==> config.mk <==
export PLATFORM = sky130hd
export DESIGN_NAME = matrix_store_multiply
export DESIGN_NICKNAME = d
export VERILOG_FILES = /design/src/msm_pkg.sv /design/src/msm_store.sv /design/src/msm_mac.sv /design/src/matrix_store_multiply.sv
export SDC_FILE = /design/constraint.sdc
export NUM_CORES = 2
export LEC_CHECK = 0
export BUFFER_PORTS_ARGS = -buffer_cell sky130_fd_sc_hd__buf_4
export CAP_MARGIN = 20
export CORE_MARGIN = 3
export CORE_UTILIZATION = 45
export DETAILED_ROUTE_END_ITERATION = 8
export PLACE_DENSITY = 0.65
export SLEW_MARGIN = 20
export SYNTH_ARGS = -nofsm -noshare
export SYNTH_HDL_FRONTEND = slang
export SYNTH_SLANG_ARGS = --single-unit
==> constraint.sdc <==
create_clock -name clk -period 7.9 [get_ports clk]
set_clock_uncertainty 0.05 [all_clocks]
set_input_delay 1.58 -clock clk [delete_from_list [all_inputs] [get_ports clk]]
set_output_delay 1.58 -clock clk [all_outputs]
set_load 0.05 [all_outputs]
==> src/msm_pkg.sv <==
// msm_pkg: shared constants, operation codes and types of the matrix store multiply block
package msm_pkg;

    localparam int DATA_W        = 32;
    localparam int OP_W          = 2;
    localparam int IDX_W         = 2;
    localparam int CFG_W         = 3;
    localparam int CFG_IDX_W     = 1;

    localparam int MAX_DIM_DEF   = 4;
    localparam int FRAC_BITS_DEF = 16;
    localparam int DIM_RESET_DEF = 4;

    localparam logic [OP_W-1:0] OP_WRITE_A  = 2'd0;
    localparam logic [OP_W-1:0] OP_WRITE_B  = 2'd1;
    localparam logic [OP_W-1:0] OP_MULTIPLY = 2'd2;
    localparam logic [OP_W-1:0] OP_READ_A   = 2'd3;

    localparam logic [CFG_IDX_W-1:0] CFG_NUM_ROWS = 1'd0;
    localparam logic [CFG_IDX_W-1:0] CFG_NUM_COLS = 1'd1;

    localparam logic signed [DATA_W-1:0] DATA_MAX = {1'b0, {(DATA_W-1){1'b1}}};
    localparam logic signed [DATA_W-1:0] DATA_MIN = {1'b1, {(DATA_W-1){1'b0}}};

    typedef struct packed {
        logic valid;
        logic first;
        logic last;
    } mac_ctrl_t;

endpackage

==> src/msm_store.sv <==
// msm_store: element memory with registered read and per-entry reset pattern
module msm_store #(
    parameter int MAX_DIM     = msm_pkg::MAX_DIM_DEF,
    parameter int FRAC_BITS   = msm_pkg::FRAC_BITS_DEF,
    parameter bit IDENT_RESET = 1'b0
) (
    input  logic                                       clk,
    input  logic                                       rst_n,
    input  logic                                       wr_en,
    input  logic [2*$clog2(MAX_DIM)-1:0]               wr_addr,
    input  logic signed [msm_pkg::DATA_W-1:0]          wr_data,
    input  logic                                       rd_en,
    input  logic [2*$clog2(MAX_DIM)-1:0]               rd_addr,
    output logic signed [msm_pkg::DATA_W-1:0]          rd_data
);
    import msm_pkg::*;

    localparam int DIM_W  = $clog2(MAX_DIM);
    localparam int ADDR_W = 2 * DIM_W;
    localparam int DEPTH  = 2 ** ADDR_W;
    localparam logic [DATA_W-1:0] ONE = DATA_W'(1) << FRAC_BITS;

    logic signed [DATA_W-1:0] mem [DEPTH];
    logic signed [DATA_W-1:0] rd_data_reg;
    logic [DEPTH-1:0]         valid_reg;
    logic                     rd_valid_reg;
    logic                     rd_diag_reg;

    always_ff @(posedge clk)
    begin
        if (wr_en)
        begin
            mem[wr_addr] <= wr_data;
        end
        if (rd_en)
        begin
            rd_data_reg <= mem[rd_addr];
        end
    end

    always_ff @(posedge clk or negedge rst_n)
    begin
        if (!rst_n)
        begin
            valid_reg    <= '0;
            rd_valid_reg <= 1'b0;
            rd_diag_reg  <= 1'b0;
        end
        else
        begin
            if (wr_en)
            begin
                valid_reg[wr_addr] <= 1'b1;
            end
            if (rd_en)
            begin
                rd_valid_reg <= valid_reg[rd_addr];
                rd_diag_reg  <= (rd_addr[ADDR_W-1:DIM_W] == rd_addr[DIM_W-1:0]);
            end
        end
    end

    // unwritten entries read as their reset pattern
    assign rd_data = rd_valid_reg ? rd_data_reg
                   : ((IDENT_RESET && rd_diag_reg) ? ONE : '0);

endmodule

==> src/msm_mac.sv <==
// msm_mac: pipelined multiply accumulate with floor truncation and saturation
module msm_mac #(
    parameter int MAX_DIM   = msm_pkg::MAX_DIM_DEF,
    parameter int FRAC_BITS = msm_pkg::FRAC_BITS_DEF
) (
    input  logic                              clk,
    input  logic                              rst_n,
    input  msm_pkg::mac_ctrl_t                ctrl,
    input  logic signed [msm_pkg::DATA_W-1:0] a_op,
    input  logic signed [msm_pkg::DATA_W-1:0] b_op,
    output logic                              res_valid,
    output logic signed [msm_pkg::DATA_W-1:0] res_data
);
    import msm_pkg::*;

    localparam int DIM_W  = $clog2(MAX_DIM);
    localparam int PROD_W = 2 * DATA_W;
    localparam int ACC_W  = PROD_W + DIM_W;
    localparam int SH_W   = ACC_W - FRAC_BITS;

    logic signed [PROD_W-1:0] prod_reg;
    mac_ctrl_t                ctl1_reg;
    logic signed [ACC_W-1:0]  acc_reg;
    logic signed [ACC_W-1:0]  acc_next;
    logic                     done_reg;
    logic signed [DATA_W-1:0] res_reg;
    logic                     res_valid_reg;
    logic signed [SH_W-1:0]   quot;
    logic                     ovf;
    logic signed [DATA_W-1:0] sat;

    always_comb
    begin
        acc_next = ctl1_reg.first ? ACC_W'(prod_reg) : acc_reg + ACC_W'(prod_reg);
        quot     = acc_reg[ACC_W-1:FRAC_BITS];
        ovf      = !((&quot[SH_W-1:DATA_W-1]) || (~|quot[SH_W-1:DATA_W-1]));
        sat      = ovf ? (quot[SH_W-1] ? DATA_MIN : DATA_MAX) : quot[DATA_W-1:0];
    end

    always_ff @(posedge clk)
    begin
        prod_reg <= a_op * b_op;
        if (ctl1_reg.valid)
        begin
            acc_reg <= acc_next;
        end
        if (done_reg)
        begin
            res_reg <= sat;
        end
    end

    always_ff @(posedge clk or negedge rst_n)
    begin
        if (!rst_n)
        begin
            ctl1_reg      <= '0;
            done_reg      <= 1'b0;
            res_valid_reg <= 1'b0;
        end
        else
        begin
            ctl1_reg      <= ctrl;
            done_reg      <= ctl1_reg.valid && ctl1_reg.last;
            res_valid_reg <= done_reg;
        end
    end

    assign res_valid = res_valid_reg;
    assign res_data  = res_reg;

endmodule

==> src/matrix_store_multiply.sv <==
// matrix_store_multiply: matrix store with element access and in-place multiply by a square operand
//
//  channel   signals                                        transfer when
//  -------   --------------------------------------------   --------------------------
//  config    cfg_wr_en cfg_index cfg_data                   cfg_wr_en
//  input     in_valid in_stall op row_index col_index        in_valid && !in_stall
//            elem_value
//  output    out_valid out_stall read_value                 out_valid && !out_stall
//
//  a multiply is paced by the single read port of each memory and by the
//  multiply accumulate latency per element
//  a finished result waits in the output register while the next transfer is taken
//  reset: A reads as identity, B as zero, both dimensions at their default
module matrix_store_multiply #(
    parameter int MAX_DIM   = msm_pkg::MAX_DIM_DEF,
    parameter int FRAC_BITS = msm_pkg::FRAC_BITS_DEF
) (
    input  logic                                 clk,
    input  logic                                 rst_n,
    input  logic                                 cfg_wr_en,
    input  logic [msm_pkg::CFG_IDX_W-1:0]        cfg_index,
    input  logic [msm_pkg::CFG_W-1:0]            cfg_data,
    input  logic                                 in_valid,
    output logic                                 in_stall,
    input  logic [msm_pkg::OP_W-1:0]             op,
    input  logic [msm_pkg::IDX_W-1:0]            row_index,
    input  logic [msm_pkg::IDX_W-1:0]            col_index,
    input  logic signed [msm_pkg::DATA_W-1:0]    elem_value,
    output logic                                 out_valid,
    input  logic                                 out_stall,
    output logic signed [msm_pkg::DATA_W-1:0]    read_value
);
    import msm_pkg::*;

    localparam int DIM_W   = $clog2(MAX_DIM);
    localparam int ADDR_W  = 2 * DIM_W;
    localparam int CMP_W   = (DIM_W > CFG_W) ? DIM_W : CFG_W;
    localparam int DIM_RST = (MAX_DIM < DIM_RESET_DEF) ? MAX_DIM : DIM_RESET_DEF;

    localparam logic [2:0] S_IDLE = 3'd0;
    localparam logic [2:0] S_READ = 3'd1;
    localparam logic [2:0] S_COPY = 3'd2;
    localparam logic [2:0] S_MAC  = 3'd3;
    localparam logic [2:0] S_WAIT = 3'd4;
    localparam logic [2:0] S_DONE = 3'd5;

    function automatic logic [CFG_W-1:0] clamp_dim(input logic [CFG_W-1:0] v);
        logic [CFG_W-1:0] res;
        res = v;
        if (v == '0)
        begin
            res = CFG_W'(1);
        end
        else if (int'(v) > MAX_DIM)
        begin
            res = CFG_W'(MAX_DIM);
        end
        return res;
    endfunction

    logic [2:0]               state_reg, state_next;
    logic [DIM_W-1:0]         r_reg, r_next;
    logic [DIM_W-1:0]         c_reg, c_next;
    logic [DIM_W-1:0]         k_reg, k_next;
    logic [DIM_W-1:0]         kd_reg;
    logic                     copy_vld_reg, copy_vld_next;
    mac_ctrl_t                mac_ctl_reg, mac_ctl_next;
    logic                     rd_ok_reg, rd_ok_next;
    logic signed [DATA_W-1:0] res_reg, res_next;
    logic                     out_valid_reg, out_valid_next;
    logic signed [DATA_W-1:0] out_data_reg, out_data_next;
    logic [CFG_W-1:0]         num_rows_reg;
    logic [CFG_W-1:0]         num_cols_reg;
    logic signed [DATA_W-1:0] rowbuf_reg [MAX_DIM];

    logic                     in_acc;
    logic                     slot_free;
    logic                     a_in_rng;
    logic                     b_in_rng;
    logic [ADDR_W-1:0]        acc_addr;
    logic                     k_last, c_last, r_last;

    logic                     a_wr_en, a_rd_en;
    logic [ADDR_W-1:0]        a_wr_addr, a_rd_addr;
    logic signed [DATA_W-1:0] a_wr_data, a_rd_data;
    logic                     b_wr_en, b_rd_en;
    logic [ADDR_W-1:0]        b_rd_addr;
    logic signed [DATA_W-1:0] b_rd_data;
    logic                     mac_res_valid;
    logic signed [DATA_W-1:0] mac_res_data;

    assign in_stall  = (state_reg != S_IDLE);
    assign in_acc    = in_valid && !in_stall;
    assign slot_free = !out_valid_reg || !out_stall;

    assign a_in_rng = (CFG_W'(row_index) < num_rows_reg) && (CFG_W'(col_index) < num_cols_reg);
    assign b_in_rng = (CFG_W'(row_index) < num_cols_reg) && (CFG_W'(col_index) < num_cols_reg);
    assign acc_addr = {DIM_W'(row_index), DIM_W'(col_index)};

    assign k_last = (CMP_W'(k_reg) == CMP_W'(num_cols_reg - CFG_W'(1)));
    assign c_last = (CMP_W'(c_reg) == CMP_W'(num_cols_reg - CFG_W'(1)));
    assign r_last = (CMP_W'(r_reg) == CMP_W'(num_rows_reg - CFG_W'(1)));

    // matrix A ports: element access or multiply traffic
    assign a_wr_en   = (in_acc && (op == OP_WRITE_A) && a_in_rng)
                    || ((state_reg == S_WAIT) && mac_res_valid);
    assign a_wr_addr = (state_reg == S_WAIT) ? {r_reg, c_reg} : acc_addr;
    assign a_wr_data = (state_reg == S_WAIT) ? mac_res_data : elem_value;
    assign a_rd_en   = (in_acc && (op == OP_READ_A)) || (state_reg == S_COPY);
    assign a_rd_addr = (state_reg == S_COPY) ? {r_reg, k_reg} : acc_addr;

    assign b_wr_en   = in_acc && (op == OP_WRITE_B) && b_in_rng;
    assign b_rd_en   = (state_reg == S_MAC);
    assign b_rd_addr = {k_reg, c_reg};

    msm_store #(
        .MAX_DIM     (MAX_DIM),
        .FRAC_BITS   (FRAC_BITS),
        .IDENT_RESET (1'b1)
    ) u_a_store (
        .clk     (clk),
        .rst_n   (rst_n),
        .wr_en   (a_wr_en),
        .wr_addr (a_wr_addr),
        .wr_data (a_wr_data),
        .rd_en   (a_rd_en),
        .rd_addr (a_rd_addr),
        .rd_data (a_rd_data)
    );

    msm_store #(
        .MAX_DIM     (MAX_DIM),
        .FRAC_BITS   (FRAC_BITS),
        .IDENT_RESET (1'b0)
    ) u_b_store (
        .clk     (clk),
        .rst_n   (rst_n),
        .wr_en   (b_wr_en),
        .wr_addr (acc_addr),
        .wr_data (elem_value),
        .rd_en   (b_rd_en),
        .rd_addr (b_rd_addr),
        .rd_data (b_rd_data)
    );

    msm_mac #(
        .MAX_DIM   (MAX_DIM),
        .FRAC_BITS (FRAC_BITS)
    ) u_mac (
        .clk       (clk),
        .rst_n     (rst_n),
        .ctrl      (mac_ctl_reg),
        .a_op      (rowbuf_reg[kd_reg]),
        .b_op      (b_rd_data),
        .res_valid (mac_res_valid),
        .res_data  (mac_res_data)
    );

    always_comb
    begin
        state_next     = state_reg;
        r_next         = r_reg;
        c_next         = c_reg;
        k_next         = k_reg;
        copy_vld_next  = 1'b0;
        mac_ctl_next   = '0;
        rd_ok_next     = rd_ok_reg;
        res_next       = res_reg;
        out_valid_next = out_valid_reg && out_stall;
        out_data_next  = out_data_reg;

        case (state_reg)
            S_IDLE:
            begin
                if (in_acc)
                begin
                    case (op)
                        OP_READ_A:
                        begin
                            rd_ok_next = a_in_rng;
                            state_next = S_READ;
                        end
                        OP_MULTIPLY:
                        begin
                            r_next     = '0;
                            c_next     = '0;
                            k_next     = '0;
                            state_next = S_COPY;
                        end
                        default:
                        begin
                            res_next   = '0;
                            state_next = S_DONE;
                        end
                    endcase
                end
            end
            S_READ:
            begin
                res_next   = rd_ok_reg ? a_rd_data : '0;
                state_next = S_DONE;
            end
            S_COPY:
            begin
                // snapshot the row before it is overwritten
                copy_vld_next = 1'b1;
                if (k_last)
                begin
                    k_next     = '0;
                    c_next     = '0;
                    state_next = S_MAC;
                end
                else
                begin
                    k_next = k_reg + DIM_W'(1);
                end
            end
            S_MAC:
            begin
                mac_ctl_next.valid = 1'b1;
                mac_ctl_next.first = (k_reg == '0);
                mac_ctl_next.last  = k_last;
                if (k_last)
                begin
                    k_next     = '0;
                    state_next = S_WAIT;
                end
                else
                begin
                    k_next = k_reg + DIM_W'(1);
                end
            end
            S_WAIT:
            begin
                if (mac_res_valid)
                begin
                    if (c_last)
                    begin
                        c_next = '0;
                        if (r_last)
                        begin
                            res_next   = '0;
                            state_next = S_DONE;
                        end
                        else
                        begin
                            r_next     = r_reg + DIM_W'(1);
                            state_next = S_COPY;
                        end
                    end
                    else
                    begin
                        c_next     = c_reg + DIM_W'(1);
                        state_next = S_MAC;
                    end
                end
            end
            S_DONE:
            begin
                if (slot_free)
                begin
                    out_valid_next = 1'b1;
                    out_data_next  = res_reg;
                    state_next     = S_IDLE;
                end
            end
            default:
            begin
                state_next = S_IDLE;
            end
        endcase
    end

    always_ff @(posedge clk or negedge rst_n)
    begin
        if (!rst_n)
        begin
            state_reg     <= S_IDLE;
            r_reg         <= '0;
            c_reg         <= '0;
            k_reg         <= '0;
            copy_vld_reg  <= 1'b0;
            mac_ctl_reg   <= '0;
            rd_ok_reg     <= 1'b0;
            out_valid_reg <= 1'b0;
            num_rows_reg  <= CFG_W'(DIM_RST);
            num_cols_reg  <= CFG_W'(DIM_RST);
        end
        else
        begin
            state_reg     <= state_next;
            r_reg         <= r_next;
            c_reg         <= c_next;
            k_reg         <= k_next;
            copy_vld_reg  <= copy_vld_next;
            mac_ctl_reg   <= mac_ctl_next;
            rd_ok_reg     <= rd_ok_next;
            out_valid_reg <= out_valid_next;
            if (cfg_wr_en && (cfg_index == CFG_NUM_ROWS))
            begin
                num_rows_reg <= clamp_dim(cfg_data);
            end
            if (cfg_wr_en && (cfg_index == CFG_NUM_COLS))
            begin
                num_cols_reg <= clamp_dim(cfg_data);
            end
        end
    end

    always_ff @(posedge clk)
    begin
        kd_reg       <= k_reg;
        res_reg      <= res_next;
        out_data_reg <= out_data_next;
        if (copy_vld_reg)
        begin
            rowbuf_reg[kd_reg] <= a_rd_data;
        end
    end

    assign out_valid  = out_valid_reg;
    assign read_value = out_data_reg;

    // multiply results only come back while the sequencer waits for them
    assert property (@(posedge clk) disable iff (!rst_n)
        mac_res_valid |-> (state_reg == S_WAIT))
        else $error("mac result outside of wait state");

    // walk counters stay inside the active dimensions
    assert property (@(posedge clk) disable iff (!rst_n)
        ((state_reg == S_COPY) || (state_reg == S_MAC)) |->
            ((CMP_W'(k_reg) < CMP_W'(num_cols_reg)) && (CMP_W'(r_reg) < CMP_W'(num_rows_reg))
             && (CMP_W'(c_reg) < CMP_W'(num_cols_reg))))
        else $error("walk counter beyond dimension");

    // a finished result is held until the output register can take it
    assert property (@(posedge clk) disable iff (!rst_n)
        ((state_reg == S_DONE) && !slot_free) |=> ((state_reg == S_DONE) && $stable(res_reg)))
        else $error("pending result lost");

    // a completed result always lands in the output register
    assert property (@(posedge clk) disable iff (!rst_n)
        ((state_reg == S_DONE) && slot_free) |=> (out_valid_reg && (out_data_reg == $past(res_reg))))
        else $error("result not transferred to output register");

endmodule

* Word level (Yosys, flattened, before mapping)
Memory sizes are Yosys's and may differ from the RTL's. A register that Yosys moved wholly into a read port is not among the register bits. Index checks and enable logic that the tools add are counted.
Operators by class: magnitude comparators 10, $mul 1, mux-type cells 57, bitwise logic cells 3, equality and inequality tests 22, reduce and logical (&&, ||, !) cells 43, $add $sub $neg 6
Operators with widths (number):
- $mux 32 | 11
- $pmux 32 s3 | 1
- $add 66x64->66 | 1
- $mux 66 | 1
- $mul 32x32->64 | 1
- $or 16x16->16 | 2
- $mux 3 | 10
- $lt 4x5->1 const B | 4
- $reduce_and 19->1 | 1
- $reduce_or 19->1 | 1
- $mux 2 | 9
- $pmux 3 s6 | 1
- $mux 17 | 1
- $ne 2x2->1 const B | 8
- $logic_and 1x1->1 | 15
- $mux 1 | 13
- $reduce_and 6->1 | 2
- $reduce_and 5->1 | 2
- $eq 2x3->1 | 3
- $lt 2x3->1 | 3
- $reduce_bool 3->1 | 3
- $bmux 1 s4 | 2
- $demux 1 s4 | 2
- $ge 4x1->1 const B | 2
- other kinds (23) | 43
Word-level totals: register bits after elaboration 289, memory bits (writable) 1152, logic and storage cells 173, memories kept 3, input port bits 47, output and inout bits 34
Memory list:
- u_a_store.mem | words 16, bits a word 32, rd ports 1, clocked after memory_dff 1, wr ports 1, line msm_store.sv:23 | logic signed [DATA_W-1:0] mem [DEPTH];
- u_b_store.mem | words 16, bits a word 32, rd ports 1, clocked after memory_dff 1, wr ports 1, line msm_store.sv:23
- rowbuf_reg | words 4, bits a word 32, rd ports 1, clocked after memory_dff 1, wr ports 1, line matrix_store_multiply.sv:74 | logic signed [DATA_W-1:0] rowbuf_reg [MAX_DIM];

* Logic depth before layout (Yosys ltp)
word-level depth 8, gate-level depth with buffers 35, depth with buffers taken out 30

* By module
A second synthesis with hierarchy kept.
Second synthesis, totals: cell total of the unflattened synthesis 7147, area total of the unflattened synthesis 96812.9 um2
By module, submodules not included:
- msm_mac | cells each 4908, area each 45851.5 um2, times used 1, seq. area each 4349.2 um2
- msm_store (u_a_store) | cells each 848, area each 21192.8 um2, times used 1, seq. area each 16786.1 um2
- msm_store (u_b_store) | cells each 841, area each 21144.0 um2, times used 1, seq. area each 16761.1 um2
- matrix_store_multiply | cells each 550, area each 8624.5 um2, times used 1, seq. area each 6333.6 um2

* Worst setup path before layout
OpenSTA, ideal clock, no wires.
kind register -> register, from register kd_reg[1] (netlist name), to register u_mac.prod_reg[63], cell stages (with the launch flop) 36, slack -0.876 ns, buffers on the path 5, library setup time 0.072 ns, clock period less this slack 8.776 ns, arrival 8.654 ns, data required time 7.778 ns, cell sequence dfxtp_1 -> clkbuf_1 -> clkbuf_1 -> mux2i_1 -> nand2_1 -> o21a_1 -> clkbuf_1 -> buf_1 -> nand2_1 -> inv_1 -> fa_1 -> inv_1 -> fa_1 -> inv_1 -> fa_1 -> fa_1 -> inv_1 -> fa_1 -> inv_1 -> fa_1 -> inv_1 -> fa_1 -> inv_1 -> fa_1 -> ha_1 -> clkbuf_1 -> a21o_1 -> a21o_1 -> a21o_1 -> a21oi_1 -> nor2b_1 -> o21ai_0 -> nand2b_1 -> a21o_1 -> o41ai_1 -> xnor2_1
RTL lines:
- to (signal assigned) | line msm_mac.sv:42 | prod_reg <= a_op * b_op;
- to (decl) | line msm_mac.sv:21 | logic signed [PROD_W-1:0] prod_reg;

==> impl_summary.md <==
Timing
The transition time of the tightest slew-check pin is 1.12 ns. Setup repair after global routing could not meet its margin everywhere. The worst path uses 105% of the clock period. The number of pins with negative max-slew slack in the final report is 0. In this run the tightest slew margin relative to its limit is 25.2%.

Subtracting the final worst setup slack from the clock period gives 8.31 ns. The setup slack of the critical path after layout is -0.413 ns. Static timing analysis puts the maximum clock frequency at 120 MHz. The final number of hold-violating endpoints is 0. Setup violations remaining at the end of the flow were counted as 24.

Floorplanning
The die is 468 um wide. The count of pins on the block boundary is 81. Row generation in the floorplan step produced 169 rows.

For this configuration, the core starts out at a cell density of 45.3%. In this run the vertical extent of the chip is 468 um. The die outline area is 0.219 mm^2. The core region is 0.212 mm^2.

Global routing
The aggregate global routing overflow is 0. Entering global routing, the biggest net connects 134 pins. The first global-routing pass estimated 420000 um of wire. The via count of the first global-routing pass is 64500. The number of antenna violations at the first check in global routing was 13. The overall fraction of global-route tracks in use is 26.1%.

Critical path
Tracing the worst setup path back leads to its startpoint at kd_reg[1]$_DFF_P_. The worst register-to-register path begins at kd_reg[1]$_DFF_P_. At the worst endpoint, the required time is 8.54 ns.

Measured in cells, the most critical reg-to-reg path has a length of 28. By instance count, the cell type seen most on the critical path is sky130_fd_sc_hd__fa_1. The critical path endpoint category is a register. The slowest stage of the critical path is the sky130_fd_sc_hd__fa_2 cell.

The critical path's largest stage delay is 0.60 ns. Data on the critical path arrives at its endpoint at 8.95 ns. In this run the worst path has a maximum fanout of 8.

The setup path with the least slack is of type reg -> reg. The startpoint type of the worst setup path is a register.

Hold path
The worst hold path startpoint is mac_ctl_reg[2]$_DFF_PN0_. The kind of path behind the tightest hold check is reg -> reg. Along the worst hold path, the cell count comes to 0.

Logic synthesis
The cell area that synthesis handed to floorplanning was 0.0961 mm^2. In this run, synthesis inferred 1378 flip-flops with an integrated enable. The flip-flop cell with the highest count after synthesis is sky130_fd_sc_hd__edfxtp_1. The count of distinct cell types in the synthesized netlist is 79. Counting every net in the synthesized netlist gives 8832. In the synthesized netlist the async set-or-reset flop fraction comes to 4.05%. Yosys printed 0 warnings. After synthesis the netlist holds a flip-flop and latch count of 1505. The share of synthesized area occupied by flip-flops and latches is 46.0%.

The cell count after synthesis came out at 7447. In this run the mean area of a mapped cell was 12.9 um^2.

Cells and area
For this run, the number of standard cells in the final layout without fillers is 11000. After the last flow step, the layout net total stands at 9457. In the layout the commonest cells are 1378 x sky130_fd_sc_hd__edfxtp_1, 1023 x sky130_fd_sc_hd__inv_1, 998 x sky130_fd_sc_hd__fa_1, 908 x sky130_fd_sc_hd__nand2_1, 702 x sky130_fd_sc_hd__buf_4. Cells with a size suffix above 1 make up 22.4% of the layout. The most common cell after layout, fill and taps aside is sky130_fd_sc_hd__edfxtp_1.

The area growth from synthesis to layout is 17.1%. Fill cells in the final layout number 17800.

Drt
After the first detailed-routing iteration, the DRC count stood at 5930. The sum of routed wire length over all layers is 282000 um. The count of nets left with antenna violations once routing finished came out at 0.

After detailed routing, the number of remaining DRC violations is 0. The average wire length per cell after detail routing is 25.6 um. For this block, the via count after detailed routing is 60900. The first TritonRoute pass finished after 8 iterations.

The via density per instance is 5.53.

Flow run
The max-cap violation count is 0.

Placed design
The cell total after placement is 10700. The routability-driven placement congestion ratio is 0.987. Detailed placement ended at an HPWL of 207000 um.

The number of I/O port buffers is 80.

CTS
Counting every sink on the clock net gives 1505. The clock tree root buffer cell is sky130_fd_sc_hd__clkbuf_16. CTS built an H-tree with a depth of 4.

After clock tree synthesis, the clock-pin slew on the worst setup and hold paths is 0.07 ns. The clock tree from TritonCTS is yes. The later-pin clock latency in the skew report is 0.79 ns. The CTS buffer count is 142.

The clock passes through at most 3 buffers.

Run status
The run finished, with violations left. The final reports fail on setup timing.
==> cell families (layout without fill, tap and decap cells) <==
family	Yosys count	count (layout)	share of synthesized area, %
and+or+nand+nor	1929	1929	8.44
DFF	1505	1505	46.0
buffers and inverters	1441	2183	5.65
adders and majority gates	1338	1338	25.9
AOI/OAI and AO/OA	716	716	4.90
muxes	382	382	7.90
xor gates and xnor gates	136	136	1.24
other	0	4	0
==> final cells by class <==
class | count | area (um^2) | area share (%)
clock inverters | 74 | 838 | 0.744
well taps | 2821 | 3530 | 3.13
inverters | 1058 | 3980 | 3.53
flip-flops and latches | 1505 | 44300 | 39.3
diodes | 4 | 10.0 | 0.00889
repair buffers | 864 | 7990 | 7.10
multi-input cells | 4501 | 48200 | 42.8
clock buffers | 187 | 3830 | 3.40
==> metal layers <==
layer / part of all wire, % / vias up / wire length (um) / global-route usage, %
met3: 8.8 / 540 / 24700 / 5.57
met5: 0.017 / - / 49 / 0
met1: 40 / 31500 / 113000 / 35.3
met4: 4.4 / 8 / 12600 / 9.69
li1: - / 26200 / - / -
met2: 47 / 2579 / 132000 / 41.7
==> cells in the mapped netlist, types with 32 or more instances <==
master	count	share of area [%]
sky130_fd_sc_hd__nand3_1	39	0.20
sky130_fd_sc_hd__xor2_1	53	0.48
sky130_fd_sc_hd__mux2_2	42	0.49
sky130_fd_sc_hd__o21ai_0	139	0.72
sky130_fd_sc_hd__nand4_1	34	0.22
sky130_fd_sc_hd__o21ai_1	32	0.17
sky130_fd_sc_hd__nor2_1	643	2.5
sky130_fd_sc_hd__or2_2	36	0.23
sky130_fd_sc_hd__inv_1	1055	4.1
sky130_fd_sc_hd__xnor2_1	83	0.76
sky130_fd_sc_hd__a211oi_1	49	0.38
sky130_fd_sc_hd__a21o_1	129	1.0
sky130_fd_sc_hd__fa_1	1083	23
sky130_fd_sc_hd__a31oi_1	46	0.30
sky130_fd_sc_hd__nand2_1	926	3.6
sky130_fd_sc_hd__and2_1	102	0.66
sky130_fd_sc_hd__mux4_2	297	7.0
sky130_fd_sc_hd__edfxtp_1	1378	43
sky130_fd_sc_hd__a21oi_1	138	0.72
sky130_fd_sc_hd__buf_1	54	0.21
sky130_fd_sc_hd__mux2i_1	43	0.45
sky130_fd_sc_hd__dfrtp_1	59	1.5
sky130_fd_sc_hd__dfxtp_1	66	1.4
sky130_fd_sc_hd__clkbuf_1	312	1.2
sky130_fd_sc_hd__o21a_1	52	0.41
sky130_fd_sc_hd__ha_1	255	3.3
==> worst max-delay path, delay by kind of cell (launching register included) <==
| family | cells | cell delay, ns |
|---|---|---|
| AO/OA/AOI/OAI | 5 | 1.00 |
| XOR/XNOR | 1 | 0.12 |
| adder cells (fa/ha/maj) | 9 | 4.46 |
| buffers and inverters | 7 | 0.76 |
| flip-flops | 1 | 0.38 |
| multiplexers | 1 | 0.38 |
| AND/OR/NAND/NOR | 5 | 1.02 |
==> worst paths after layout <==
kind	end	slack, ns
max	u_mac.prod_reg[47]$_DFF_P_	-0.41
min	u_mac.ctl1_reg[2]$_DFF_PN0_	0.30
max reg2reg	u_mac.prod_reg[47]$_DFF_P_	-0.41
min reg2reg	u_mac.ctl1_reg[2]$_DFF_PN0_	0.30
max in group asynchronous	u_mac.ctl1_reg[1]$_DFF_PN0_	6.15
min in group asynchronous	out_valid$_DFF_PN0_	0.84
==> repair_timing <==
| item | in CTS | in global routing |
|---|---|---|
| gates cloned | 2 | 3 |
| pin swaps | 106 | 151 |
| hold endpoints to repair | 0 | 0 |
| endpoints found under the setup margin | 34 | 37 |
| resized for setup | 204 | 246 |
| hold buffers | 0 | 0 |
| setup buffers | 39 | 36 |
==> stage by stage <==
step	util, %	cell area [um^2]	setup slack (ns)	hold WS (ns)	setup TNS, ns
after floorplan	-	96400	-0.264	0.281	-1.17
after global placement	49.7	105000	-0.851	0.285	-15.15
after detailed placement	49.7	105000	-0.775	0.287	-15.20
after CTS	52.4	111000	-0.407	0.300	-6.81
after global routing	53.0	113000	-0.602	0.304	-11.09
final	53.0	113000	-0.413	0.300	-5.86
Power is not shown: default switching activity piles up to over one toggle a cycle in this logic, so the estimate is an artifact.
